### config.mk
export PLATFORM = sky130hd
export DESIGN_NAME = lobm_front
export DESIGN_NICKNAME = d
export VERILOG_FILES = /design/src/design/limit_order_book_matcher_unit_assert.svh /design/src/design/lobm_pkg.sv /design/src/design/lobm_front.sv
export SDC_FILE = /design/constraint.sdc
export NUM_CORES = 1
export LEC_CHECK = 0
export BUFFER_PORTS_ARGS = -buffer_cell sky130_fd_sc_hd__buf_2
export CELL_PAD_IN_SITES_DETAIL_PLACEMENT = 0
export CELL_PAD_IN_SITES_GLOBAL_PLACEMENT = 1
export CORE_MARGIN = 4
export CORE_UTILIZATION = 47
export CTS_BUF_LIST = sky130_fd_sc_hd__clkbuf_16
export DETAILED_ROUTE_END_ITERATION = 6
export HOLD_SLACK_MARGIN = 0.12
export PLACE_DENSITY = 0.89
export SLEW_MARGIN = 20
export SYNTH_ARGS = -nofsm -noshare
export SYNTH_HDL_FRONTEND = slang
export SYNTH_SLANG_ARGS = --single-unit
export TNS_END_PERCENT = 100
### constraint.sdc
create_clock -name clock -period 5.1 [get_ports clock]
set_input_delay 1.275 -clock clock [delete_from_list [all_inputs] [get_ports clock]]
set_output_delay 1.275 -clock clock [all_outputs]
set_load 0.01 [all_outputs]
### src/design/limit_order_book_matcher_unit_assert.svh
// ----------------------------------------------------------------------------
// limit order book matcher assertion macros
// concurrent check wrappers, empty when synthesized
// ----------------------------------------------------------------------------
`ifndef LIMIT_ORDER_BOOK_MATCHER_UNIT_ASSERT_SVH
`define LIMIT_ORDER_BOOK_MATCHER_UNIT_ASSERT_SVH

`ifndef SYNTHESIS
`define LOBM_ASSERT(label, clk, rst, prop) \
   label: assert property (@(posedge clk) disable iff (rst) prop) \
      else $error("lobm assertion failed");
`define LOBM_ASSERT_NORST(label, clk, prop) \
   label: assert property (@(posedge clk) prop) \
      else $error("lobm assertion failed");
`else
`define LOBM_ASSERT(label, clk, rst, prop)
`define LOBM_ASSERT_NORST(label, clk, prop)
`endif

`endif

### src/design/lobm_pkg.sv
// ----------------------------------------------------------------------------
// lobm_pkg
// shared types and codes of the limit order book matcher
// ----------------------------------------------------------------------------
`timescale 1ns / 1ps

package lobm_pkg;

   localparam int ID_W    = 32;
   localparam int PRICE_W = 20;
   localparam int QTY_W   = 24;
   localparam int ARR_W   = 32;

   localparam int QUEUE_DEPTH = 2;
   localparam int QPTR_W      = 1;
   localparam int QCNT_W      = 2;

   localparam logic SIDE_BUY  = 1'b0;
   localparam logic SIDE_SELL = 1'b1;

   localparam logic KIND_TRADE  = 1'b0;
   localparam logic KIND_STATUS = 1'b1;

   typedef enum logic [1:0] {
      OP_ADD     = 2'd0,
      OP_CANCEL  = 2'd1,
      OP_MODIFY  = 2'd2,
      OP_END_DAY = 2'd3
   } op_type;

   typedef enum logic [2:0] {
      OT_GTC    = 3'd0,
      OT_FAK    = 3'd1,
      OT_FOK    = 3'd2,
      OT_GFD    = 3'd3,
      OT_MARKET = 3'd4
   } order_kind_type;

   typedef enum logic [2:0] {
      ST_OK          = 3'd0,
      ST_DUPLICATE   = 3'd1,
      ST_NO_CROSS    = 3'd2,
      ST_CANNOT_FILL = 3'd3,
      ST_EMPTY_SIDE  = 3'd4,
      ST_UNKNOWN_ID  = 3'd5,
      ST_BOOK_FULL   = 3'd6,
      ST_CANCELLED   = 3'd7
   } status_type;

   typedef enum logic [2:0] {
      ENG_IDLE,
      ENG_SCAN,
      ENG_SCAN_END,
      ENG_DECIDE,
      ENG_CHECK,
      ENG_TRADE_BID,
      ENG_TRADE_ASK,
      ENG_STATUS
   } eng_state_type;

   typedef struct packed {
      op_type               op;
      logic [ID_W-1:0]      order_id;
      logic                 side;
      order_kind_type       otype;
      logic [PRICE_W-1:0]   price;
      logic [QTY_W-1:0]     quantity;
   } cmd_type;

   typedef struct packed {
      logic [ID_W-1:0]      order_id;
      logic                 side;
      logic [PRICE_W-1:0]   price;
      logic [QTY_W-1:0]     remaining;
      logic [ARR_W-1:0]     arrival;
   } slot_type;

   typedef struct packed {
      logic                 kind;
      status_type           status;
      logic [ID_W-1:0]      bid_id;
      logic [ID_W-1:0]      ask_id;
      logic [PRICE_W-1:0]   bid_price;
      logic [PRICE_W-1:0]   ask_price;
      logic [QTY_W-1:0]     trade_quantity;
      logic                 last;
   } rsp_type;

endpackage

### src/design/lobm_front.sv
// ----------------------------------------------------------------------------
// lobm_front
// accepts requests, normalizes the order type and queues commands
// ----------------------------------------------------------------------------
`timescale 1ns / 1ps

module lobm_front (
   input  logic                clock,
   input  logic                reset,
   input  logic                req_tvalid,
   output logic                req_tready,
   input  logic [79:0]         req_tdata,
   input  logic [1:0]          req_tuser,
   output logic                cmd_valid,
   output lobm_pkg::cmd_type   cmd,
   input  logic                cmd_pop
);

   lobm_pkg::cmd_type          queue_ff [lobm_pkg::QUEUE_DEPTH];
   logic [lobm_pkg::QPTR_W-1:0] wr_ptr_ff, rd_ptr_ff;
   logic [lobm_pkg::QCNT_W-1:0] count_ff;
   lobm_pkg::cmd_type          cmd_in;
   logic                       push;

   always_comb begin
      cmd_in.op       = lobm_pkg::op_type'(req_tuser);
      cmd_in.order_id = req_tdata[31:0];
      cmd_in.side     = req_tdata[32];
      case (lobm_pkg::order_kind_type'(req_tdata[35:33]))
         lobm_pkg::OT_FAK:    cmd_in.otype = lobm_pkg::OT_FAK;
         lobm_pkg::OT_FOK:    cmd_in.otype = lobm_pkg::OT_FOK;
         lobm_pkg::OT_GFD:    cmd_in.otype = lobm_pkg::OT_GFD;
         lobm_pkg::OT_MARKET: cmd_in.otype = lobm_pkg::OT_MARKET;
         default:             cmd_in.otype = lobm_pkg::OT_GTC;
      endcase
      cmd_in.price    = req_tdata[55:36];
      cmd_in.quantity = req_tdata[79:56];
   end

   assign req_tready = count_ff != lobm_pkg::QCNT_W'(lobm_pkg::QUEUE_DEPTH);
   assign push       = req_tvalid && req_tready;
   assign cmd_valid  = count_ff != '0;
   assign cmd        = queue_ff[rd_ptr_ff];

   always_ff @(posedge clock) begin
      if (push) begin
         queue_ff[wr_ptr_ff] <= cmd_in;
      end
   end

   always_ff @(posedge clock) begin
      if (reset) begin
         wr_ptr_ff <= '0;
         rd_ptr_ff <= '0;
         count_ff  <= '0;
      end else begin
         if (push) begin
            wr_ptr_ff <= wr_ptr_ff + 1'b1;
         end
         if (cmd_pop) begin
            rd_ptr_ff <= rd_ptr_ff + 1'b1;
         end
         case ({push, cmd_pop})
            2'b10:   count_ff <= count_ff + 1'b1;
            2'b01:   count_ff <= count_ff - 1'b1;
            default: count_ff <= count_ff;
         endcase
      end
   end

endmodule

==> results.md, run 1 <==
* DPL Wire Length at 6890 um
* Die area at 15,000 um^2
* Fillers at 976
* Max Buffers Root-to-Sink at 2
* Chip Width at 122 um
* Setup TNS at 0 ns
* Area Growth Syn to Fin at 26.5%
* FF-to-FF Start: count_ff[0]$_SDFFE_PP0P_
* Final worst slack at 1.87 ns
* Htree depth at 4
* Library cells used by synthesis at 21
* Final hold vios at 0
* Max_slew headroom at 39.7%
* Drt initial violations at 182
* Core footprint at 12,700 um^2
* Power Total at 3.32 mW
* Post-cts resize count at 0
* Critical path type: flop to primary output
* Leakage power at 2.90 nW
* Inserted Diodes at 0
* CTS tree: yes
* Critical path capture point type: primary output
* Dpl ws at 1.90 ns
* Setup violators final at 0
* Async S/R FF share, synth at 0%
* Post-CTS setup buffers at 0
* Routability Congestion at 0.683
* Placed cells at 614
* Peak per-stage delay on the critical path at 0.66 ns
* CP Cell Sequence: buf_16, mux2_2, buf_2
* Top cells by area, synth: edfxtp_1 (80%), mux2_2 (15%), dfxtp_1 (1.6%)
* Min-delay worst type: flop to flop
* Largest net degree at the start of global routing at 83
* Starting density of the core at 48.3%
* Drc violations at 0
* Prevailing post-synth register cell: edfxtp_1
* Top-count cell post-synth: edfxtp_1
* DRT Wirelength at 10,800 um
* Num ports at 170
* Worst Path Arrival at 1.96 ns
* MaxCap Viol Count at 0
* Synth top area share at 80.1%
* Register area at 5030 um^2
* Synth area leader: edfxtp_1
* Final core utilization at 61.1%
* Reg2Reg Depth at 4
* Syn Nets at 368
* Req. time, crit path at 3.83 ns
* Worst hold start: count_ff[1]$_SDFFE_PP0P_
* PwrDens at 427 nW/um^2
* Vias in the first global route at 3,329
* RSZ-0062 raised after global routing: no
* Syn Area/Cell at 21.9 um^2
* Routed length per placed instance at 16.7 um
* Share of cells above drive strength 1 at 60.5%
* GRT Resource Usage Total at 14.7%
* Critical path fanouts, max at 47
* GR Overflow Total at 0
* Post-layout instance area at 7780 um^2
* Drt pass-1 iters at 4
* Area occupied by multi-input gates at 1060 um^2
* Worst Skew at 0.00651 ns
* Via count at 3,077
* Clk root buf: clkbuf_16
* Run status: complete, no violations
* Routed Antenna Nets at 0
* Period minus WS final at 3.23 ns
* Worst Tran Pin Value at 0.905 ns
* Worst hold path depth at 2
* Period utilisation layout at 63.3%
* Via/cell ratio at 4.75
* Final Max Tran Viols at 0
* Final hold slack at 0.512 ns
* Flop and latch count out of synthesis at 169
* Post-synthesis cell count at 281
* Final non-filler cell total at 648
* Top cells by count, synth: edfxtp_1 (164), mux2_2 (82), buf_4 (8)
* Site Rows at 41
* IR drop worst, VDD at 0.000255 V
* Clock sink count at 169
* CP max-delay cell: dfxtp_4
* Seq/Total Area, Yosys at 81.7%
* PortBufs at 169
* CTS Buf Count at 17
* Cell Area, Synth at 6150 um^2
* Placed Area at 7160 um^2
* Final net count at 550
* CP startpoint kind: flop
* Clk Latency, worst-skew pair at 0.41 ns
* Chip Height at 122 um
* Initial antenna violation count at 0
* First-pass GRT wire length at 16,200 um
* Hold Buf Count CTS at 0
* CTS clk-pin slew, worst paths at 0.06 ns
* Post-synth EDFFs at 164
* Yosys warns at 0
* Max Freq at 310 MHz
==> cell families after synthesis <==
logic type / Yosys count / share of synthesized area [%]
muxes: 82 / 15.0
buffers and inverters: 10 / 1.12
DFF: 169 / 81.7
xor gates and xnor gates: 3 / 0.427
AOI/OAI and AO/OA: 4 / 0.407
and+or+nand+nor: 12 / 1.10
adders and majority gates: 1 / 0.203
==> power by group <==
part / internal, mW / switching, mW
clock: 0.710 / 0.489
sequential: 1.67 / 0.0386
combinational: 0.191 / 0.219
total: 2.57 / 0.746
==> per-layer routing <==
layer	share of wire (%)	GRT usage, %
met1	40	16.7
met2	51	25.0
met3	7.5	6.13
met4	1.1	5.04
met5	0	0
==> state kept, by name, indices dropped and copies added (netlist names), named ones only <==
name / cells
rd_ptr_ff: 1
queue_ff: 164
count_ff: 2
wr_ptr_ff: 1
==> cells in the final DEF (no fill, tap or decap) <==
cell and instances:
a21bo_2 1, a21oi_1 2, and3_4 1, buf_16 2, buf_2 169, buf_4 1
bufinv_16 2, clkbuf_16 17, clkinv_1 3, clkinv_2 6, clkinv_4 1, clkinvlp_4 4
dfxtp_1 4, dfxtp_4 1, edfxtp_1 164, ha_1 1, mux2_2 82, nand2_1 1
nand2b_1 1, nand3b_1 1, nor2_1 3, nor2b_1 2, nor3b_1 1, o21ai_0 1
or2_2 1, or3_1 1, xnor2_1 2, xor2_1 1
==> cell type report <==
class | count | share of cell area [%]
Inverter | 1 | 0.0644
Tap cell | 172 | 2.77
Multi-Input combinational cell | 102 | 13.6
Clock inverter | 15 | 1.74
Sequential cell | 169 | 64.7
Timing Repair Buffer | 172 | 11.7
Clock buffer | 17 | 5.47
==> worst max-delay path, delay by kind of cell (launching register included) <==
kind | cells | cell delay, ns
mux | 1 | 0.40
buf+inv | 2 | 0.44
flops | 1 | 0.66
==> path summary, 6_finish.rpt <==
check                              endpoint  slack, ns
setup / recovery                    cmd[81]       1.87
hold / removal     count_ff[1]$_SDFFE_PP0P_       0.51
setup reg to reg  queue_ff[0][39]$_DFFE_PP_       2.76
hold reg to reg    count_ff[1]$_SDFFE_PP0P_       0.51
Note: power is estimated with default switching activity, not from simulation.
==> inputs of run 2 (changes only) <==
--- a/config.mk
+++ b/config.mk
@@ -9,11 +9,11 @@
 export CELL_PAD_IN_SITES_DETAIL_PLACEMENT = 0
 export CELL_PAD_IN_SITES_GLOBAL_PLACEMENT = 1
 export CORE_MARGIN = 4
-export CORE_UTILIZATION = 47
+export CORE_UTILIZATION = 44
 export CTS_BUF_LIST = sky130_fd_sc_hd__clkbuf_16
 export DETAILED_ROUTE_END_ITERATION = 6
 export HOLD_SLACK_MARGIN = 0.12
-export PLACE_DENSITY = 0.89
+export PLACE_DENSITY = 0.85
 export SLEW_MARGIN = 20
 export SYNTH_ARGS = -nofsm -noshare
 export SYNTH_HDL_FRONTEND = slang
==> constraint.sdc (replaced) <==
create_clock -name clock -period 3.35 [get_ports clock]
set_input_delay 0.8375 -clock clock [delete_from_list [all_inputs] [get_ports clock]]
set_output_delay 0.8375 -clock clock [all_outputs]
set_load 0.01 [all_outputs]
==> results.md, run 2 (synthesis results as in run 1) <==
* Vias in the first global route at 3,553 (+6.7%)
* Worst Tran Pin Value at 0.570 ns (-0.335 ns)
* PortBufs at 169 (unchanged)
* Routability Congestion at 0.751 (+9.8%)
* Period minus WS final at 2.79 ns
* IR drop worst, VDD at 0.000434 V (+70%)
* Reg with most FFs: queue_ff
* Post-CTS setup buffers at 0 (unchanged)
* DRT Wirelength at 11,200 um (+3.0%)
* CTS clk-pin slew, worst paths at 0.06 ns (about the same)
* FF-to-FF Start: count_ff[0]$_SDFFE_PP0P_
* Core footprint at 13,500 um^2 (+5.7%)
* Period utilisation layout at 83.3%
* Site Rows at 42 (+2.4%)
* Die area at 15,900 um^2 (+6.4%)
* Worst Hold End: count_ff[1]$_SDFFE_PP0P_
* Final hold vios at 0 (unchanged)
* Drt initial violations at 179 (-1.6%)
* Dpl ws at 0.957 ns (-0.943 ns)
* Share of cells above drive strength 1 at 60.3% (-0.21 points)
* Num ports at 170 (unchanged)
* Max_slew headroom at 62.0% (+22 points)
* GRT Resource Usage Total at 14.7% (+0.017 points)
* Chip Height at 126 um (+3.1%)
* Fillers at 1,036 (+6.1%)
* Max reg flops at 164 (unchanged)
* CTS Buf Count at 17 (unchanged)
* Reg2reg setup slack at 1.43 ns (-1.33 ns)
* R2r endpoint: queue_ff[0][34]$_DFFE_PP_
* Final Max Tran Viols at 0 (unchanged)
* Worst Path Arrival at 1.95 ns (about the same)
* RSZ-0062 raised after global routing: no
* Post-cts resize count at 0 (unchanged)
* Final worst slack at 0.559 ns (-1.31 ns)
* Initial antenna violation count at 1 (+1)
* Critical path fanouts, max at 41 (-13%)
* Post-layout instance area at 7850 um^2 (+0.87%)
* Routed Antenna Nets at 0 (unchanged)
* PwrDens at 668 nW/um^2 (+57%)
* Max Buffers Root-to-Sink at 2 (unchanged)
* Starting density of the core at 45.7% (-2.6 points)
* Biggest regs: queue_ff x164, count_ff x2
* Clk root buf: clkbuf_16
* CP startpoint kind: flop
* Routed length per placed instance at 17.1 um (+2.4%)
* Worst hold path depth at 2 (unchanged)
* CTS tree: yes
* Clk Latency, worst-skew pair at 0.41 ns (about the same)
* Reg2Reg Depth at 4 (unchanged)
* Worst Skew at 0.00489 ns (-0.00163 ns)
* Htree depth at 4 (unchanged)
* First-pass GRT wire length at 17,900 um (+10%)
* Drc violations at 0 (unchanged)
* Via count at 3,169 (+3.0%)
* Clock sink count at 169 (unchanged)
* Commonest non-fill, non-tap cells in the layout: buf_2 (169), edfxtp_1 (164), mux2_2 (82), clkbuf_16 (17)
* MaxCap Viol Count at 0 (unchanged)
* Power Total at 5.24 mW (+58%)
* Area Growth Syn to Fin at 27.6%
* Largest net degree at the start of global routing at 51 (-39%)
* Drt pass-1 iters at 4 (unchanged)
* Most common cell after layout, fill and taps aside: buf_2
* Min-delay worst type: flop to flop
* Final net count at 552 (+0.36%)
* Setup TNS at 0 ns (unchanged)
* Via/cell ratio at 4.86 (+2.4%)
* Critical path capture point type: primary output
* Hold Buf Count CTS at 0 (unchanged)
* Inserted Diodes at 0 (unchanged)
* Critical path type: flop to primary output
* Chip Width at 126 um (+3.1%)
* Placed Area at 7230 um^2 (+1.0%)
* Worst hold start: count_ff[1]$_SDFFE_PP0P_
* Setup violators final at 0 (unchanged)
* Req. time, crit path at 2.51 ns (-1.32 ns)
* DPL Wire Length at 7560 um (+9.7%)
* GR Overflow Total at 0 (unchanged)
* Max Freq at 358 MHz
* Run status: complete, no violations
* Leakage power at 2.95 nW (+1.6%)
-- run 2: cell count changes in the layout (fill, tap and decap cells not counted) --
cell and change:
buf_12 +3, bufinv_16 +3, buf_4 +1, clkinvlp_4 -4, inv_1 +1, clkinv_2 -1
clkinv_4 -1, buf_16 -2
-- run 2: metrics by stage --
stage / std cells / utilization [%] / hold WS, ns
6_report: 652 / 58.3 / 0.502
5_1_grt: 652 / 58.3 / 0.535
4_1_cts: 652 / 58.3 / 0.505
3_5_place_dp: 622 / 53.8 / 0.496
3_3_place_gp: 622 / 53.8 / 0.478
2_1_floorplan: 281 / - / 0.461
-- run 2: where the power goes --
group / internal [mW] / total [mW] / switching (mW)
clock network: 1.30 / 2.01 / 0.710
logic: 0.296 / 0.629 / 0.333
registers: 2.54 / 2.61 / 0.0632
-- run 2: cell type report --
type                            instances  area, um^2  share of cell area, %
Inverter                                1        5.00                 0.0638
Clock buffer                           17         425                   5.42
Clock inverter                         13         185                   2.36
Multi-Input combinational cell        102        1060                   13.5
Sequential cell                       169        5030                   64.1
Tap cell                              176         220                   2.81
Timing Repair Buffer                  174         921                   11.7
-- run 2: worst max-delay path by stage --
| stage | slack [ns] | start | endpoint | cells after the start |
|---|---|---|---|---|
| after floorplan | 0.10 | req_tvalid | queue_ff[1][0]$_DFFE_PP_ | 1 |
| after global placement | 0.98 | flop | cmd[18] | 3 |
| after detailed placement | 0.96 | flop | cmd[6] | 3 |
| after CTS | 0.50 | flop | cmd[6] | 3 |
| after global routing | 0.43 | flop | cmd[6] | 3 |
| final | 0.56 | flop | cmd[6] | 3 |
-- run 2: layer usage --
layer	wire length, um	vias up	GRT usage, %
met2	5690	121	23.8
met1	4350	1548	17.3
met5	7	-	0
met4	168	2	5.36
li1	-	1482	-
met3	935	16	6.60
-- run 2: critical path, cell delays in order (launching register included) --
cell     delay [ns]
dfxtp_4        0.72
buf_4          0.31
mux2_2         0.36
buf_2          0.14
==> inputs of run 3 (changes only) <==
==> constraint.sdc (replaced) <==
create_clock -name clock -period 2.6 [get_ports clock]
set_input_delay 0.65 -clock clock [delete_from_list [all_inputs] [get_ports clock]]
set_output_delay 0.65 -clock clock [all_outputs]
set_load 0.01 [all_outputs]
==> results.md, run 3 (synthesis results as in run 1) <==
* Run status: complete, no violations
* Max Freq at 416 MHz
* Drt pass-1 iters at 4 (unchanged)
* Final net count at 553 (+0.18%)
* Core footprint at 13,500 um^2 (unchanged)
* Max reg flops at 164 (unchanged)
* IR drop worst, VDD at 0.000479 V (+10%)
* Drt initial violations at 148 (-17%)
* Site Rows at 42 (unchanged)
* Largest net degree at the start of global routing at 51 (unchanged)
* MaxCap Viol Count at 0 (unchanged)
* GRT Resource Usage Total at 14.3% (-0.35 points)
* RSZ-0062 raised after global routing: no
* Worst Skew at 0.00429 ns (-0.000598 ns)
* Post-cts resize count at 0 (unchanged)
* CTS tree: yes
* Worst Tran Pin Value at 0.500 ns (-0.0695 ns)
* Reg with most FFs: queue_ff
* Starting density of the core at 45.7% (unchanged)
* FF-to-FF Start: count_ff[0]$_SDFFE_PP0P_
* Reg2Reg Depth at 3 (-1)
* Max_slew headroom at 66.7% (+4.6 points)
* Clock sink count at 169 (unchanged)
* Biggest regs: queue_ff x164, count_ff x2
* Reg2reg setup slack at 0.91 ns (-0.52 ns)
* Most common cell after layout, fill and taps aside: buf_2
* Routed Antenna Nets at 0 (unchanged)
* Worst hold path depth at 1 (-1)
* Power Total at 6.66 mW (+27%)
* DPL Wire Length at 7700 um (+1.8%)
* Via/cell ratio at 4.82 (-0.84%)
* Post-CTS setup buffers at 0 (unchanged)
* Final hold vios at 0 (unchanged)
* R2r endpoint: queue_ff[1][55]$_DFFE_PP_
* Final worst slack at 0.196 ns (-0.364 ns)
* Num ports at 170 (unchanged)
* Drc violations at 0 (unchanged)
* Final Max Tran Viols at 0 (unchanged)
* Critical path fanouts, max at 38 (-7.3%)
* Hold Buf Count CTS at 0 (unchanged)
* Min-delay worst type: input pin to flop
* PwrDens at 848 nW/um^2 (+27%)
* Chip Width at 126 um (unchanged)
* CP startpoint kind: flop
* Worst hold start: req_tdata[23]
* Routability Congestion at 0.760 (+1.2%)
* Fillers at 1,074 (+3.7%)
* Via count at 3,152 (-0.54%)
* PortBufs at 169 (unchanged)
* Placed cells at 623 (+0.16%)
* GR Overflow Total at 0 (unchanged)
* Max Buffers Root-to-Sink at 2 (unchanged)
* Final non-filler cell total at 654 (+0.31%)
* Die area at 15,900 um^2 (unchanged)
* Clk Latency, worst-skew pair at 0.41 ns (about the same)
* Chip Height at 126 um (unchanged)
* Critical path capture point type: primary output
* Commonest non-fill, non-tap cells in the layout: buf_2 (169), edfxtp_1 (164), mux2_2 (82), clkbuf_16 (17), clkinv_2 (5)
* Setup violators final at 0 (unchanged)
* Final core utilization at 58.3% (about the same)
* First-pass GRT wire length at 17,500 um (-2.7%)
* Htree depth at 4 (unchanged)
* CTS clk-pin slew, worst paths at 0.06 ns (about the same)
* Dpl ws at 0.612 ns (-0.345 ns)
* Area Growth Syn to Fin at 27.6% (about the same)
* DRT Wirelength at 11,200 um (+0.48%)
* CTS Buf Count at 17 (unchanged)
* Inserted Diodes at 0 (unchanged)
* Period utilisation layout at 92.5%
* Setup TNS at 0 ns (unchanged)
* Period minus WS final at 2.40 ns
* Critical path type: flop to primary output
* Req. time, crit path at 1.95 ns (-0.56 ns)
* Worst Path Arrival at 1.75 ns (-0.20 ns)
* Clk root buf: clkbuf_16
* Routed length per placed instance at 17.1 um (+0.17%)
* Initial antenna violation count at 1 (unchanged)
* Leakage power at 2.95 nW (about the same)
* Share of cells above drive strength 1 at 60.3% (about the same)
* Vias in the first global route at 3,396 (-4.4%)
* Worst Hold End: queue_ff[1][71]$_DFFE_PP_
==> run 3: routing by layer <==
layer  global-route usage, %  wire [um]
met4                    6.12        182
met5                       0         13
met2                    23.9       5760
met3                    5.63        796
met1                    16.5       4460
==> run 3: how the worst max path moves through the flow <==
stage,startpoint,to,slack [ns],cells past startpoint
finish,flop,cmd[64],0.20,3
global route,flop,cmd[12],0.11,3
CTS,flop,cmd[12],0.16,3
detailed placement,flop,cmd[72],0.61,3
global placement,flop,cmd[72],0.64,3
floorplan,req_tvalid,queue_ff[0][0]$_DFFE_PP_,0.22,2
==> run 3: per-stage QoR <==
step / hold WS (ns) / cell area [um^2]
detailed placement: 0.512 / 7260
global placement: 0.482 / 7260
floorplan: 0.461 / 6150
finish: 0.430 / 7850
CTS: 0.408 / 7850
global route: 0.402 / 7850
==> run 3: worst max-delay path, stage by stage, from the launching register on <==
cell     delay (ns)
dfxtp_4        0.35
buf_4          0.41
mux2_2         0.40
buf_2          0.14
==> run 3: final cells by class <==
type	instances	area [um^2]	share of cell area (%)
Sequential cell	169	5030	64.1
Multi-Input combinational cell	102	1060	13.5
Timing Repair Buffer	175	941	12.0
Clock buffer	17	425	5.42
Tap cell	176	220	2.81
Clock inverter	14	164	2.09
Inverter	1	7.51	0.0957
==> run 3: power by group <==
group | total (mW) | internal, mW | switching, mW
clock network | 2.48 | 1.57 | 0.909
registers | 3.33 | 3.27 | 0.0575
logic | 0.844 | 0.390 | 0.453
